--- src/rtl/fsf_line_queue.sv ---
// Two-entry queue of finished matched lines, one entry for each line bank.
module fsf_line_queue #(
    parameter int WIDTH = 11
) (
    input  logic             i_clk,
    input  logic             i_rst_n,
    input  logic             i_push,
    input  logic [WIDTH-1:0] i_data,
    output logic             o_full,
    input  logic             i_pop,
    output logic             o_valid,
    output logic [WIDTH-1:0] o_head
);

    logic [WIDTH-1:0] r_mem [2];
    logic             r_wptr;
    logic             r_rptr;
    logic [1:0]       r_count;

    always_ff @(posedge i_clk) begin
        if (!i_rst_n) begin
            r_wptr  <= 1'b0;
            r_rptr  <= 1'b0;
            r_count <= 2'd0;
        end else begin
            if (i_push) begin
                r_wptr <= ~r_wptr;
            end
            if (i_pop) begin
                r_rptr <= ~r_rptr;
            end
            case ({i_push, i_pop})
                2'b10:   r_count <= r_count + 2'd1;
                2'b01:   r_count <= r_count - 2'd1;
                default: r_count <= r_count;
            endcase
        end
    end

    always_ff @(posedge i_clk) begin
        if (i_push) begin
            r_mem[r_wptr] <= i_data;
        end
    end

    assign o_full  = (r_count == 2'd2);
    assign o_valid = (r_count != 2'd0);
    assign o_head  = r_mem[r_rptr];

    a_no_push_when_full: assert property (@(posedge i_clk) disable iff (!i_rst_n)
        i_push |-> (r_count != 2'd2))
        else $error("line queue pushed while full");

endmodule

--- config.mk ---
export PLATFORM = sky130hd
export DESIGN_NAME = fsf_line_queue
export DESIGN_NICKNAME = d
export VERILOG_FILES = /design/src/rtl/fsf_line_queue.sv
export SDC_FILE = /design/constraint.sdc
export NUM_CORES = 1
export LEC_CHECK = 0
export CAP_MARGIN = 20
export CORE_MARGIN = 10
export CORE_UTILIZATION = 59
export CTS_CLUSTER_SIZE = 12
export DETAILED_ROUTE_END_ITERATION = 7
export DONT_BUFFER_PORTS = 1
export GPL_TIMING_DRIVEN = 0
export PLACE_DENSITY_LB_ADDON = 0.2
export SYNTH_ARGS = -nofsm -noshare
export SYNTH_HDL_FRONTEND = slang
export SYNTH_SLANG_ARGS = --single-unit
--- constraint.sdc ---
create_clock -name i_clk -period 1.73 [get_ports i_clk]
set_clock_uncertainty 0.15 [all_clocks]
set_input_delay 0.173 -clock i_clk [delete_from_list [all_inputs] [get_ports i_clk]]
set_output_delay 0.173 -clock i_clk [all_outputs]
set_load 0.05 [all_outputs]
==> flow_summary.toml <==
[run_status]
outcome = "finished, final reports clean"

[hold_path]
min_from = "i_pop"
hp-class = "in -> reg"
hold_end = "r_count[1]"
hold_depth = 3

[worst_setup_path]
critical_path.max_stage_delay_ns = 0.49
r2r_end = "r_mem[0][2]"
reg2reg_depth = 1
crit_fanout = 10
crit_path_end_kind = "output port"
critical_path_class = "reg -> out"
arrival_ns = 1.40
crit_chain = "clkbuf_4 -> mux2_2"
cp-start-kind = "flip-flop"
cpMaxStageDelayCell = "mux2_2"
rrSetupSlack_ns = 0.08
cp_data_required_time_ns = 1.41
r2r-start = "r_wptr"

[yosys]
synth_nets = 72
async_reset_ff_share_pct = 0
synthTopCellsByArea = "edfxtp_1 66%, mux2_2 12%, dfxtp_1 9.9%"
synth_edf_count = 22
yosys-top-cells-count = "22 x edfxtp_1, 11 x mux2_2, 5 x dfxtp_1"
syn_inst = 56
synth_top_cell_by_area = "edfxtp_1"
synth_top_area_share_pct = 65.5
yosysSeqAreaShare_pct = 75.4
synth_ff_type = "edfxtp_1"
syn_avg_cell_area_um2 = 18.0
synth_warnings = 0
synth_cell_types = 17
synth-seq-cells = 27
syn_area_um2 = 1010
synth.most_common_cell = "edfxtp_1"

[power_and_ir_drop]
powerDensity_nw_per_um2 = 1070
power.leakage_nw = 0.436
vdd_drop_max_uv = 676
finalPower_w = 0.00130

[placement]
portBuffers = 0
gp_congestion = 0.593

[timing]
relSlewSlack_pct = 32.7
rsz0062_at_grt = "yes"
tightest_slew_ns = 1.01
whs_ns = 0.0905
setup_violations = 0
fin_crit_sh_pct = 99.6
finalHoldViolations = 0
maxSlewViolCount = 0
fin_crit_ns = 1.72
fmax_mhz = 580

[run]
maxCapViolations = 0

[detailed_routing]
wl_met1_um = 651
final_antenna_net_count = 0
dr_wl_met2_um = 1140
wl_met3_um = 231
vias = 533
routed.top_layer = "met4"
viasPerCell = 5.92
wl_per_cell_um = 22.6
drt_wl_total_um = 2030
dr.first_iter.drc_count = 6
drc = 0
dr.pass1.iters = 4

[clock_network]
clock_latency_ns = 0.31
cts_tree = "yes"
postCtsSetupRepairBufs = 0
clk_pin_slew_ns = 0.13
clockRootBuffer = "clkbuf_4"
clock_sinks = 27
htreeDepth = 1
clockBufferDepth = 2
cts-buffers-inserted = 3

[floorplan]
die_h_um = 61.3
ios = 28
core-area_um2 = 1560
initial_core_util_pct = 64.7
die_w_um = 61.3
die-area_um2 = 3760
fp-row-count = 14

[grt]
grt_max_degree = 16
grt_use_total_pct = 10.9
antenna_found_initial = 0
grt_pass1_vias = 565
grt-ovfl-total = 0
grt_pass1_wl_um = 2990

[layout]
fin_nets = 91
drive_gt1_share_pct = 24.3
antenna_cells = 0
area_growth_pct = 20.0
-- worst max-delay path: cells and delay by family (launching register included) --
family                 cells  cell delay, ns
flip-flops                 1            0.37
buffers and inverters      1            0.24
multiplexers               1            0.49
-- through the flow --
step | setup TNS, ns | instances | setup slack (ns) | util (%) | cell area [um^2]
global route | -0.365 | 90 | -0.0540 | 77.6 | 1210
detailed placement | 0 | 72 | 0.0612 | 66.0 | 1030
floorplan | 0 | 56 | 0.367 | - | 1010
CTS | -0.0989 | 90 | -0.0109 | 76.7 | 1200
finish | 0 | 90 | 0.00702 | 77.6 | 1210
global placement | 0 | 72 | 0.219 | 66.0 | 1030
-- worst max-delay path by stage --
stage,from,end,cells past startpoint
after floorplan,r_wptr,r_mem[0][0],1
after global placement,r_wptr,r_mem[0][5],1
after detailed placement,r_wptr,r_mem[0][7],1
after CTS,flip-flop,o_head[10],2
after global routing,flip-flop,o_head[1],2
final,flip-flop,o_head[9],2
-- final cells by class --
cell class,count,area (um^2)
clock inverters,1,5.00
flip-flops and latches,27,761
fillers,85,349
inverters,1,3.75
clock buffers,3,22.5
well taps,16,20.0
plain buffers,1,7.51
repair buffers,14,140
multi-input cells,27,250
-- metal layers --
layer,GRT usage [%],up-vias
li1,-,244
met1,10.9,261
met2,20.3,26
met3,5.14,2
met4,1.91,0
met5,0,-
-- cell usage in the layout, fill, tap and decap left out, drive strengths merged --
cell type and instances:
edfxtp 22, dlygate4sd3 14, mux2 11, dfxtp 5
clkbuf 4, and2 4, xnor2 2, or2 1
xor2 1, inv 1, and2b 1, nor2 1
nor2b 1, o21a 1, o21ai 1, or3 1
a21boi 1, ha 1, clkinv 1
-- timing repair --
item	in CTS	in global routing
pin swaps	0	0
endpoints found under the hold margin	27	0
hold buffers	14	0
resized for setup	0	4
endpoints found under the setup margin	10	10
-- registers in the layout, indices dropped and copies added, names as in the netlist, named ones only --
signal	flops
r_count	2
r_mem	22
r_rptr	1
r_wptr	1
-- where the power goes --
part           leakage [nW]  internal (W)  switching [W]
sequential            0.248      0.000745      0.0000193
clock                0.0177     0.0000863       0.000175
combinational         0.170     0.0000840       0.000189
total                 0.436      0.000915       0.000383
-- kinds of logic after synthesis --
logic type	share of synthesized area, %
XOR/XNOR	2.61
flip-flops	75.4
buffers and inverters	0.868
adder cells (fa/ha/maj)	1.24
multiplexers	12.3
AO/OA/AOI/OAI	1.99
AND/OR/NAND/NOR	5.58
No activity file was read; power rests on OpenSTA's default activity.
