File: src/rtl/fsf_pkg.sv
// Shared types, codes and helpers of the fixed-string line filter.
package fsf_pkg;

    localparam int CFG_INDEX_W   = 2;
    localparam int CFG_DATA_W    = 64;
    localparam int PLEN_W        = 5;
    localparam int CHUNK_DATA_W  = 64;
    localparam int CHUNK_COUNT_W = 4;

    localparam logic [CFG_INDEX_W-1:0] CFG_PATTERN_LOW    = 2'd0;
    localparam logic [CFG_INDEX_W-1:0] CFG_PATTERN_HIGH   = 2'd1;
    localparam logic [CFG_INDEX_W-1:0] CFG_PATTERN_LENGTH = 2'd2;

    localparam logic [7:0] NEWLINE_CODE = 8'd10;
    localparam logic [7:0] CR_CODE      = 8'd13;
    localparam logic [7:0] NUL_CODE     = 8'd0;

    typedef struct packed {
        logic [CFG_DATA_W-1:0] pattern_low;
        logic [CFG_DATA_W-1:0] pattern_high;
        logic [PLEN_W-1:0]     pattern_length;
    } t_pattern_cfg;

    typedef enum logic [1:0] {
        BK_IDLE,
        BK_WAIT,
        BK_EMIT
    } t_back_state;

    // Byte i of the pattern; bytes 0 to 7 live in the low register.
    function automatic logic [7:0] pattern_byte(input t_pattern_cfg cfg,
                                                input logic [3:0] idx);
        logic [2*CFG_DATA_W-1:0] both;
        both = {cfg.pattern_high, cfg.pattern_low};
        return both[{idx, 3'b000} +: 8];
    endfunction

endpackage

File: src/rtl/fsf_front.sv
// Front end: takes bytes, writes lines into the store and tracks the pattern window.
module fsf_front
    import fsf_pkg::*;
#(
    parameter int LINE_BYTES    = 256,
    parameter int PATTERN_BYTES = 16
) (
    input  logic                                i_clk,
    input  logic                                i_rst_n,
    input  t_pattern_cfg                        i_cfg,
    input  logic                                i_push,
    input  logic [7:0]                          i_text_byte,
    input  logic                                i_stream_end,
    output logic                                o_full,
    input  logic                                i_q_full,
    output logic                                o_q_push,
    output logic [$clog2(LINE_BYTES+1)+1:0]     o_q_data,
    output logic                                o_ram_we,
    output logic [$clog2(LINE_BYTES):0]         o_ram_waddr,
    output logic [7:0]                          o_ram_wdata
);

    localparam int LW = $clog2(LINE_BYTES + 1);
    localparam int LA = $clog2(LINE_BYTES);
    localparam int FW = $clog2(PATTERN_BYTES + 1);
    localparam int PI = (PATTERN_BYTES > 1) ? $clog2(PATTERN_BYTES) : 1;

    logic [LW-1:0] r_len, n_len;
    logic [7:0]    r_win [PATTERN_BYTES];
    logic [7:0]    win_new [PATTERN_BYTES];
    logic [FW-1:0] r_fill, n_fill, fill_new;
    logic          r_matched, n_matched;
    logic          r_overflow, n_overflow;
    logic          r_bank, n_bank;

    logic          accept;
    logic          is_term;
    logic          line_end;
    logic          hit;
    logic          same;
    logic [4:0]    widx;
    logic [LW-1:0] len_new;
    logic          ovf_new;
    logic          matched_new;

    assign accept   = i_push && !i_q_full;
    assign o_full   = i_q_full;
    assign is_term  = (i_text_byte == NEWLINE_CODE) || (i_text_byte == NUL_CODE);
    assign line_end = is_term || i_stream_end;

    always_comb begin
        win_new[0] = i_text_byte;
        for (int k = 1; k < PATTERN_BYTES; k++) begin
            win_new[k] = r_win[k-1];
        end
        fill_new = (r_fill < FW'(PATTERN_BYTES)) ? r_fill + 1'b1 : r_fill;
    end

    // The newest byte sits at window slot 0, so pattern byte i meets the
    // slot that lies length-1-i bytes back.
    always_comb begin
        same = 1'b1;
        widx = 5'd0;
        for (int i = 0; i < PATTERN_BYTES; i++) begin
            if (5'(i) < i_cfg.pattern_length) begin
                widx = i_cfg.pattern_length - 5'd1 - 5'(i);
                if (pattern_byte(i_cfg, 4'(i)) != win_new[widx[PI-1:0]]) begin
                    same = 1'b0;
                end
            end
        end
        if (i_cfg.pattern_length == 5'd0) begin
            hit = 1'b1;
        end else if ((6'(i_cfg.pattern_length) <= 6'(PATTERN_BYTES))
                     && (6'(fill_new) >= 6'(i_cfg.pattern_length))) begin
            hit = same;
        end else begin
            hit = 1'b0;
        end
    end

    always_comb begin
        o_ram_we    = 1'b0;
        o_ram_waddr = {r_bank, r_len[LA-1:0]};
        o_ram_wdata = i_text_byte;
        len_new     = r_len;
        ovf_new     = r_overflow;
        matched_new = r_matched;
        if (!is_term) begin
            if (r_len < LW'(LINE_BYTES)) begin
                o_ram_we = accept;
                len_new  = r_len + 1'b1;
            end else begin
                ovf_new = 1'b1;
            end
            matched_new = r_matched || hit;
        end

        o_q_push   = 1'b0;
        o_q_data   = {r_bank, ovf_new, len_new};
        n_len      = r_len;
        n_fill     = r_fill;
        n_matched  = r_matched;
        n_overflow = r_overflow;
        n_bank     = r_bank;
        if (accept) begin
            if (line_end) begin
                if ((len_new != '0) && matched_new) begin
                    o_q_push = 1'b1;
                    n_bank   = ~r_bank;
                end
                n_len      = '0;
                n_fill     = '0;
                n_matched  = 1'b0;
                n_overflow = 1'b0;
            end else begin
                n_len      = len_new;
                n_fill     = fill_new;
                n_matched  = matched_new;
                n_overflow = ovf_new;
            end
        end
    end

    always_ff @(posedge i_clk) begin
        if (!i_rst_n) begin
            r_len      <= '0;
            r_fill     <= '0;
            r_matched  <= 1'b0;
            r_overflow <= 1'b0;
            r_bank     <= 1'b0;
        end else begin
            r_len      <= n_len;
            r_fill     <= n_fill;
            r_matched  <= n_matched;
            r_overflow <= n_overflow;
            r_bank     <= n_bank;
        end
    end

    // Window bytes beyond the fill count never decide a match.
    always_ff @(posedge i_clk) begin
        if (accept && !is_term) begin
            for (int k = 0; k < PATTERN_BYTES; k++) begin
                r_win[k] <= win_new[k];
            end
        end
    end

endmodule

File: config.mk
export PLATFORM = sky130hd
export DESIGN_NAME = fsf_front
export DESIGN_NICKNAME = d
export VERILOG_FILES = /design/src/rtl/fsf_pkg.sv /design/src/rtl/fsf_front.sv
export SDC_FILE = /design/constraint.sdc
export NUM_CORES = 1
export LEC_CHECK = 0
export BUFFER_PORTS_ARGS = -buffer_cell sky130_fd_sc_hd__buf_2
export CORE_MARGIN = 4
export CORE_UTILIZATION = 60
export DETAILED_ROUTE_END_ITERATION = 6
export PLACE_DENSITY = 0.89
export SLEW_MARGIN = 15
export SYNTH_ARGS = -nofsm -noshare
export SYNTH_HDL_FRONTEND = slang
export SYNTH_SLANG_ARGS = --single-unit
File: constraint.sdc
create_clock -name i_clk -period 27.2 [get_ports i_clk]
set_input_delay 6.8 -clock i_clk [delete_from_list [all_inputs] [get_ports i_clk]]
set_output_delay 6.8 -clock i_clk [all_outputs]
set_load 0.01 [all_outputs]
==> metrics <==
status=completed; drt via density=approximately 7; setup TNS=0 ns; DIE WIDTH=about 160 um; fin crit period=19.34 ns; number of routed nets with antenna violations=0; pwr dens=54.8 nW/um^2; static leakage=roughly 0.006 uW; Area Overhead vs Synth=10.5%; Tightest Hold Check Type=reg2reg; Cell Area, Synth=13600 um^2; post-synthesis async set-or-reset flop share=0; Worst-Skew Late Latency=~0.44 ns; Yosys top cell by area=edfxtp_1; drt total wl=~42 mm; Die Y=roughly 160 um; DR iter-0 viols=approximately 1600; DRC violations left=0; WL/cell=around 27 um; Max Clock Skew=about 0.009 ns; post-CTS sizing=0; vias in the first global route=10900; n_diodes=0; fill count=around 1600; Worst EP arrival=between 10 and 15 ns; CP Launch Type=input port; Initial Utilization=0.615; largest net degree at the start of global routing=89; RSZ-0062 raised after global routing=false; Port Buffers=approximately 180; ratio of cells with drive above 1 in the final layout=0.328; FMAX=51.7 MHz; fin crit share=0.711; Max-slew headroom=0.203; CP required=around 20 ns; Slew Limit Fails=0; Worst-Margin Slew=1.20 ns; initial antenna violation count=1; Synth area leaders=edfxtp_1 27%, mux4_2 17%, mux2i_1 15%; vias=11300; Max-Cap Viols=0; Final Hold Viols=0; Synth top area share=0.266; core area=22000 um^2; number of synthesized flops with an enable pin=120; syn_area_per_cell=between 10 and 15 um^2; CP Class=in2out; post-DP HPWL=30.9 mm; total CTS buffers=17; Worst Hold Slack=between 0.4 and 0.5 ns; postcts setup bufs=0; gp weighted congestion=between 1 and 1.5; Synth Flop Type=edfxtp_1; Synth warnings=0; Mapped Nets=1334; clk slew on worst S/H paths=around 0.060 ns; post-synthesis cell type count=just under 60; Overflow after GRT=0; final net count=1442; # rows=between 50 and 60; Worst Path Max Fanout=40; TritonRoute pass-1 iters=7; Synth Instances=1173; Synth Register Bits=between 100 and 150; global-route wire length before repair=63.4 mm; gr usage total=0.336; die area=~25000 um^2; sequential share of the synthesized area=0.291; IO Pins=~180; Clk Tree Root Cell=clkbuf_16; CTS Hold Bufs=0; Worst Setup End Kind=primary output; Final setup viols=0; Clock Path Buffers=2; Max VDD drop=around 0.000043 V; H-tree depth=4; clock sinks=between 100 and 150; CTS tree=built
[per-layer routing]
layer  GRT usage  vias up  routed length, um  part of all wire
li1            -     4753                  -                 -
met1       0.432     5407              14900              0.35
met2       0.509      946              18900              0.44
met3       0.109      192               5960              0.14
met4       0.180        0               2670             0.063
met5           0        -                  0                 0
[stage by stage]
| step | setup slack [ns] | utilization | area [um^2] | power (uW) | instances |
|---|---|---|---|---|---|
| final | 7.86 | 0.680 | 15000 | 821 | 1574 |
| after floorplan | 8.50 | - | 13600 | 493 | 1173 |
| after global routing | 7.66 | 0.680 | 15000 | 848 | 1574 |
| after detailed placement | 8.08 | 0.652 | 14400 | 575 | 1542 |
| after global placement | 8.21 | 0.652 | 14400 | 566 | 1542 |
| after CTS | 8.02 | 0.679 | 15000 | 810 | 1574 |
[worst paths after layout]
path | to | slack [ns] | start | depth (start not counted)
worst max-delay path | o_q_push | 7.86 | i_cfg[0] | 17
worst min-delay path | r_win[1][19] | 0.47 | r_win[1][11] | 0
worst max register to register | r_bank | 23.46 | r_win[0][25] | 12
worst min register to register | r_win[1][19] | 0.47 | r_win[1][11] | 0
[synthesized netlist by cell type, types with 12 or more instances]
master,count
nor4_1,19
a21oi_1,39
a22oi_1,22
clkbuf_1,27
o21ai_0,24
nand4_1,16
xor2_1,72
nor2_1,70
xnor2_1,71
nand2_1,54
buf_4,28
mux2i_1,200
mux2_2,84
dfxtp_1,17
nor2b_1,22
ha_1,15
edfxtp_1,120
buf_2,37
mux4_2,101
nand2b_1,12
a211oi_1,19
[state kept, by name, indices dropped and copies added (netlist names)]
| name | flops |
|---|---|
| r_win | 120 |
| r_len | 9 |
| r_fill | 5 |
| r_bank | 1 |
| r_matched | 1 |
| r_overflow | 1 |
[power by group]
| group | switching (uW) | internal (uW) | leakage, uW |
|---|---|---|---|
| clock | 99.1 | 137 | 0.000300 |
| sequential | 7.65 | 237 | 0.00126 |
| combinational | 187 | 153 | 0.00438 |
[layout by cell type (no fill, tap or decap), types with 4 or more instances in the layout]
| cell type | synthesis | layout |
|---|---|---|
| a211oi_1 | 19 | 19 |
| xor2_1 | 72 | 72 |
| a21oi_1 | 39 | 39 |
| xnor2_1 | 71 | 69 |
| buf_2 | 37 | 175 |
| and3_1 | 4 | 4 |
| edfxtp_1 | 120 | 120 |
| nand4_1 | 16 | 16 |
| dfxtp_1 | 17 | 17 |
| buf_4 | 28 | 15 |
| nand3_1 | 5 | 5 |
| mux4_1 | 8 | 8 |
| a22oi_1 | 22 | 22 |
| ha_1 | 15 | 13 |
| clkinv_2 | 0 | 4 |
| nand2b_1 | 12 | 12 |
| mux4_2 | 101 | 101 |
| nand2_1 | 54 | 54 |
| o211ai_1 | 6 | 6 |
| nor3_1 | 10 | 10 |
| mux2i_1 | 200 | 200 |
| a21o_1 | 4 | 4 |
| clkbuf_16 | 0 | 20 |
| clkinv_4 | 0 | 4 |
| inv_1 | 8 | 7 |
| nor2_1 | 70 | 69 |
| mux2_2 | 84 | 84 |
| o21ai_0 | 24 | 24 |
| nor2b_1 | 22 | 22 |
| nor4_1 | 19 | 19 |
| or3_1 | 4 | 4 |
| o22ai_1 | 8 | 8 |
[final cells by class]
type                    instances  area, um^2  share of cell area
flip-flops and latches        137        3940               0.263
inverters                      11        42.5             0.00284
well taps                     280         350              0.0234
clock buffers                  22         519              0.0347
multi-input cells             924        9060               0.605
repair buffers                190         988              0.0660
clock inverters                10        76.3             0.00510
[kinds of logic after synthesis]
logic type	after synthesis	share of synthesized area
XOR/XNOR	149	0.102
AND/OR/NAND/NOR	227	0.0811
flip-flops	137	0.291
multiplexers	393	0.401
buffers and inverters	112	0.0452
adder cells (fa/ha/maj)	15	0.0138
AO/OA/AOI/OAI	140	0.0663
[worst max-delay path: stages]
cell	delay (ns)
buf_4	0.42
clkinv_2	0.20
ha_1	0.34
xnor2_4	0.15
buf_4	0.40
inv_2	0.32
ha_1	0.36
xnor3_1	1.00
mux4_2	0.61
xnor2_1	0.34
nand4_1	0.22
o22ai_1	0.22
o21ai_1	0.09
nor4_1	0.27
and4b_1	0.36
a41o_1	0.24
buf_2	0.14
Note: power is estimated with default switching activity, not from simulation.
