--- config.mk ---
export PLATFORM = sky130hd
export DESIGN_NAME = fsf_back
export DESIGN_NICKNAME = d
export VERILOG_FILES = /design/src/rtl/fsf_pkg.sv /design/src/rtl/fsf_back.sv
export SDC_FILE = /design/constraint.sdc
export NUM_CORES = 1
export LEC_CHECK = 0
export BUFFER_PORTS_ARGS = -buffer_cell sky130_fd_sc_hd__buf_2
export CORE_MARGIN = 8
export CORE_UTILIZATION = 45
export CTS_BUF_LIST = sky130_fd_sc_hd__clkbuf_2
export DETAILED_ROUTE_END_ITERATION = 10
export GPL_TIMING_DRIVEN = 0
export PLACE_DENSITY = 0.66
export SYNTH_ARGS = -nofsm -noshare
export SYNTH_HDL_FRONTEND = slang
export SYNTH_SLANG_ARGS = --single-unit
--- constraint.sdc ---
create_clock -name i_clk -period 9.3 [get_ports i_clk]
set_input_delay 2.79 -clock i_clk [delete_from_list [all_inputs] [get_ports i_clk]]
set_output_delay 2.79 -clock i_clk [all_outputs]
set_load 0.1 [all_outputs]
--- src/rtl/fsf_pkg.sv ---
// Shared types, codes and helpers of the fixed-string line filter.
package fsf_pkg;

    localparam int CFG_INDEX_W   = 2;
    localparam int CFG_DATA_W    = 64;
    localparam int PLEN_W        = 5;
    localparam int CHUNK_DATA_W  = 64;
    localparam int CHUNK_COUNT_W = 4;

    localparam logic [CFG_INDEX_W-1:0] CFG_PATTERN_LOW    = 2'd0;
    localparam logic [CFG_INDEX_W-1:0] CFG_PATTERN_HIGH   = 2'd1;
    localparam logic [CFG_INDEX_W-1:0] CFG_PATTERN_LENGTH = 2'd2;

    localparam logic [7:0] NEWLINE_CODE = 8'd10;
    localparam logic [7:0] CR_CODE      = 8'd13;
    localparam logic [7:0] NUL_CODE     = 8'd0;

    typedef struct packed {
        logic [CFG_DATA_W-1:0] pattern_low;
        logic [CFG_DATA_W-1:0] pattern_high;
        logic [PLEN_W-1:0]     pattern_length;
    } t_pattern_cfg;

    typedef enum logic [1:0] {
        BK_IDLE,
        BK_WAIT,
        BK_EMIT
    } t_back_state;

    // Byte i of the pattern; bytes 0 to 7 live in the low register.
    function automatic logic [7:0] pattern_byte(input t_pattern_cfg cfg,
                                                input logic [3:0] idx);
        logic [2*CFG_DATA_W-1:0] both;
        both = {cfg.pattern_high, cfg.pattern_low};
        return both[{idx, 3'b000} +: 8];
    endfunction

endpackage

--- src/rtl/fsf_back.sv ---
// Back end: reads a matched line from its bank and sends it out in chunks with CR LF.
module fsf_back
    import fsf_pkg::*;
#(
    parameter int LINE_BYTES  = 256,
    parameter int CHUNK_BYTES = 8
) (
    input  logic                            i_clk,
    input  logic                            i_rst_n,
    input  logic                            i_desc_valid,
    input  logic                            i_desc_bank,
    input  logic                            i_desc_ovf,
    input  logic [$clog2(LINE_BYTES+1)-1:0] i_desc_len,
    output logic                            o_desc_pop,
    output logic [$clog2(LINE_BYTES):0]     o_rd_addr,
    input  logic [7:0]                      i_rd_data,
    output logic                            o_empty,
    input  logic                            i_pop,
    output logic [CHUNK_DATA_W-1:0]         o_chunk_data,
    output logic [CHUNK_COUNT_W-1:0]        o_chunk_bytes,
    output logic                            o_line_truncated,
    output logic                            o_last_chunk
);

    localparam int LA = $clog2(LINE_BYTES);
    localparam int PW = $clog2(LINE_BYTES + 3);

    t_back_state r_state, n_state;

    logic [PW-1:0]            r_pos, n_pos;
    logic [CHUNK_DATA_W-1:0]  r_asm, n_asm;
    logic [CHUNK_COUNT_W-1:0] r_n, n_n;

    logic                     r_out_valid, n_out_valid;
    logic [CHUNK_DATA_W-1:0]  r_out_data, n_out_data;
    logic [CHUNK_COUNT_W-1:0] r_out_bytes, n_out_bytes;
    logic                     r_out_trunc, n_out_trunc;
    logic                     r_out_last, n_out_last;

    logic [PW-1:0]            total;
    logic [PW-1:0]            pos_inc;
    logic [CHUNK_COUNT_W-1:0] n_inc;
    logic [7:0]               cur_byte;
    logic                     chunk_done;
    logic                     can_load;
    logic                     at_end;
    logic [PW-1:0]            rd_pos;

    assign total      = PW'(i_desc_len) + PW'(2);
    assign pos_inc    = r_pos + 1'b1;
    assign n_inc      = r_n + 1'b1;
    assign chunk_done = (n_inc == CHUNK_COUNT_W'(CHUNK_BYTES)) || (pos_inc == total);
    assign can_load   = !r_out_valid || i_pop;
    assign at_end     = (r_pos == total);

    // Past the stored bytes the line is finished with CR and then LF.
    always_comb begin
        if (r_pos < PW'(i_desc_len)) begin
            cur_byte = i_rd_data;
        end else if (r_pos == PW'(i_desc_len)) begin
            cur_byte = CR_CODE;
        end else begin
            cur_byte = NEWLINE_CODE;
        end
    end

    always_comb begin
        n_state = r_state;
        unique case (r_state)
            BK_IDLE: begin
                if (i_desc_valid) begin
                    n_state = BK_WAIT;
                end
            end
            BK_WAIT: begin
                if (chunk_done) begin
                    n_state = BK_EMIT;
                end
            end
            BK_EMIT: begin
                if (can_load) begin
                    n_state = at_end ? BK_IDLE : BK_WAIT;
                end
            end
            default: n_state = BK_IDLE;
        endcase
    end

    always_comb begin
        n_pos       = r_pos;
        n_asm       = r_asm;
        n_n         = r_n;
        rd_pos      = r_pos;
        o_desc_pop  = 1'b0;
        n_out_valid = r_out_valid && !i_pop;
        n_out_data  = r_out_data;
        n_out_bytes = r_out_bytes;
        n_out_trunc = r_out_trunc;
        n_out_last  = r_out_last;
        unique case (r_state)
            BK_IDLE: begin
                n_pos  = '0;
                n_asm  = '0;
                n_n    = '0;
                rd_pos = '0;
            end
            BK_WAIT: begin
                n_asm  = r_asm | (CHUNK_DATA_W'(cur_byte) << {r_n[2:0], 3'b000});
                n_n    = n_inc;
                n_pos  = pos_inc;
                rd_pos = pos_inc;
            end
            BK_EMIT: begin
                if (can_load) begin
                    n_out_valid = 1'b1;
                    n_out_data  = r_asm;
                    n_out_bytes = r_n;
                    n_out_trunc = i_desc_ovf;
                    n_out_last  = at_end;
                    n_asm       = '0;
                    n_n         = '0;
                    o_desc_pop  = at_end;
                end
            end
            default: begin
                n_pos = r_pos;
            end
        endcase
    end

    assign o_rd_addr = {i_desc_bank, rd_pos[LA-1:0]};

    always_ff @(posedge i_clk) begin
        if (!i_rst_n) begin
            r_state     <= BK_IDLE;
            r_out_valid <= 1'b0;
        end else begin
            r_state     <= n_state;
            r_out_valid <= n_out_valid;
        end
    end

    always_ff @(posedge i_clk) begin
        r_pos       <= n_pos;
        r_asm       <= n_asm;
        r_n         <= n_n;
        r_out_data  <= n_out_data;
        r_out_bytes <= n_out_bytes;
        r_out_trunc <= n_out_trunc;
        r_out_last  <= n_out_last;
    end

    assign o_empty          = !r_out_valid;
    assign o_chunk_data     = r_out_data;
    assign o_chunk_bytes    = r_out_bytes;
    assign o_line_truncated = r_out_trunc;
    assign o_last_chunk     = r_out_last;

    a_pop_only_from_emit: assert property (@(posedge i_clk) disable iff (!i_rst_n)
        o_desc_pop |-> (r_state == BK_EMIT) && at_end && can_load)
        else $error("line released before its last chunk was sent");

    a_chunk_not_overfull: assert property (@(posedge i_clk) disable iff (!i_rst_n)
        (r_state == BK_WAIT) |-> (r_n < CHUNK_COUNT_W'(CHUNK_BYTES)))
        else $error("chunk assembly ran past the chunk size");

    a_line_held: assert property (@(posedge i_clk) disable iff (!i_rst_n)
        (r_state != BK_IDLE) |-> i_desc_valid)
        else $error("line descriptor vanished during emission");

endmodule

==> metrics.yaml <==
global_routing:
  grt_max_degree: 34
  grt_overflow: 0
  grt_pass1_wl_mm: 21.71
  grt_pass1_vias: 3996
  grtUsageTotal_pct: 15.47
  antenna_found_initial: 1
worst_setup_path:
  max_stage_delay_ns: 0.48
  crit_path_end_kind: "output pin"
  arrival_ns: 5.30
  worstPathRequired_ns: 6.51
  slowest_stage: "a211oi_1"
  worstSetupPathType: "input pin to output pin"
  cp-start-kind: "input pin"
  crit_chain: "buf_2 > ha_1 > clkbuf_1 > xnor2_1 > xnor2_1 > nor4b_1 > nand4_1 > a211oi_1 > and2_1 > buf_2"
  cp_max_fo: 6
cts:
  cts_sinks: 150
  cts_setup_buffers: 0
  post_cts_resized: 0
  holdBufCountCts: 0
  cts_root_buf: "clkbuf_2"
  clk_pin_slew_ns: 0.22
  cts_made_buffers: 17
  cts_tree: "built"
  clk_latency_ns: 0.70
  cts_max_path_buffers: 2
  htree_num_levels: 4
finish:
  fin_util_pct: 53.38
  drive_gt1_share_pct: 26.91
  final_cell_mix: "edfxtp_1, buf_2, nor2_1"
  nNetsFinal: 625
  fillers: 1147
  syn_to_final_growth_pct: 16.79
  fin_area_sq_mm: 0.007381
  mostFrequentLayoutCell: "edfxtp_1"
  ff_latch_area_sq_mm: 0.004394
  multi_input_area_sq_mm: 0.001722
synthesis:
  synth_edf_count: 139
  synthXorXnorAreaFrac_pct: 3.247
  yosysSeqAreaShare_pct: 69.53
  ys_ff_latch: 150
  synth_simple_gate_area_share_pct: 9.760
  syn_avg_cell_area_sq_um: 13.59
  synth_area_sq_mm: 0.006320
  async_reset_ff_share_pct: 0
  synthMuxAreaShare_pct: 0.6929
  synth_compound_area_share_pct: 10.87
  synth_top_family_by_area: "compound AO/OA/AOI/OAI gates"
  synth_nets: 500
  synth_cell_types: 57
  synthCells: 465
  synth-main-ff-cell: "edfxtp_1"
  yosys_warnings: 0
  synthAdderAreaFrac_pct: 2.376
timing:
  skew_ns: 0.02816
  worst_pin_slew_ns: 1.129
  slew_headroom_pct: 24.44
  hold_viol: 0
  max_freq_mhz: 123.7
  post-route-period-util_pct: 86.94
  rsz0062_at_grt: "false"
  slew_viol_final: 0
  fin_ws_ns: 1.215
  setup_viol: 0
  post-route-min-period_ns: 8.085
drt:
  drt-initial-drc-count: 438
  wl_per_cell_um: 17.30
  drc_errors: 0
  antenna_left: 0
  viasPerCell: 5.166
  via_count: 4045
  drt-pass1-iter-count: 5
  wirelength_mm: 13.55
placement:
  gp_congestion: 0.8397
  placed_area_sq_mm: 0.007154
  numPortBuffers: 102
  place_ws_ns: 1.282
  post-dp-hpwl_mm: 9.767
floorplanning:
  dieArea_sq_mm: 0.01809
  core_sq_mm: 0.01383
  ios: 104
  start_util_pct: 45.71
  fp.dieW_um: 134.5
  dieHeight_um: 134.5
  std_cell_rows: 43
min_path:
  min_path_type: "flop to flop"
power_and_ir_drop:
  power.leakage_nw: 2.908
  ir_drop_v: 0.00007120
  p_per_area_mw_per_mm2: 185.5
run:
  drv_cap: 0
run_status:
  status: "completed"
## path summary, 6_finish.rpt
check	depth (start not counted)	slack [ns]	startpoint	end
hold / removal	0	0.48	r_asm[61]	o_chunk_data[61]
setup / recovery	10	1.21	i_desc_len[1]	o_desc_pop
hold reg to reg	0	0.48	r_asm[61]	o_chunk_data[61]
setup reg to reg	6	6.13	r_pos[6]	r_asm[17]
## critical path: cells and delay by family
| kind | cells | cell delay (ns) |
|---|---|---|
| xor gates and xnor gates | 2 | 0.41 |
| buffers and inverters | 3 | 0.74 |
| AOI/OAI and AO/OA | 1 | 0.48 |
| and+or+nand+nor | 3 | 0.67 |
| adders and majority gates | 1 | 0.19 |
## where the power goes
group          internal, W  total, W  switching [W]  leakage, nW
Clock             0.000125  0.000353       0.000229        0.135
Sequential        0.000777  0.000795      0.0000183         1.58
Combinational    0.0000486  0.000221       0.000172         1.19
Total             0.000950   0.00137       0.000419         2.91
## layer usage
metal  vias up  global-route usage, %  wire length [um]
met2       135                  23.40              6295
met1      1920                  20.37              6069
met3        16                  4.903               974
met4         0                  5.926               209
li1       1974                      -                 -
met5         -                      0                 0
## synthesized netlist by cell type (2+ instances only)
master	n	area, sq um
edfxtp_1	139	4174
nor2_1	64	240.2
a21oi_1	55	275.3
a22o_1	23	201.4
clkbuf_1	20	75.07
xnor2_1	16	140.1
ha_1	12	150.1
inv_1	12	45.04
nand2_1	12	45.04
dfxtp_1	11	220.2
buf_4	9	67.56
nand3_1	8	40.04
o21ai_0	8	40.04
nor3_1	7	35.03
and2_1	6	37.54
nor2b_1	5	31.28
a21o_1	3	22.52
mux2_2	3	33.78
nand4_1	3	18.77
nor3b_1	3	22.52
xor2_1	3	26.28
a31oi_1	2	12.51
a32oi_1	2	17.52
and3_1	2	12.51
buf_1	2	7.510
buf_6	2	22.52
nand2b_1	2	12.51
o21a_1	2	15.01
## registers in the layout (all words and copies together), names as in the netlist
| register | flops |
|---|---|
| r_pos | 9 |
| r_state | 2 |
| r_out_valid | 1 |
| o_last_chunk | 1 |
| o_chunk_bytes | 4 |
| r_n | 4 |
| o_chunk_data | 64 |
| r_asm | 64 |
| o_line_truncated | 1 |
## stage by stage
step           TNS (ns)  power (W)  hold slack [ns]  instances
6_report              0   0.001369           0.4762        783
5_1_grt               0   0.001420           0.4877        783
3_5_place_dp          0   0.001031           0.4356        751
3_3_place_gp     -72.95   0.001026           0.4299        747
4_1_cts               0   0.001377           0.4703        782
2_1_floorplan         0  0.0009772           0.4244        465
## cells by family (layout without fill, tap and decap cells)
logic type / after synthesis / count (layout)
compound gates: 106 / 106
xor+xnor: 21 / 21
fa+ha+maj: 12 / 12
buf+inv: 46 / 183
flops: 150 / 150
mux: 4 / 4
other cells: 0 / 1
simple gates: 126 / 126
## final cells by class
| cell class | instances | share of cell area (%) |
|---|---|---|
| sequential | 150 | 59.54 |
| multi-input combinational | 269 | 23.33 |
| timing repair buffer | 106 | 8.001 |
| tap | 180 | 3.051 |
| buffer | 34 | 2.407 |
| clock inverter | 12 | 1.746 |
| clock buffer | 19 | 1.288 |
| inverter | 12 | 0.6103 |
| antenna | 1 | 0.03390 |
Power figures use the tool's default switching activity.
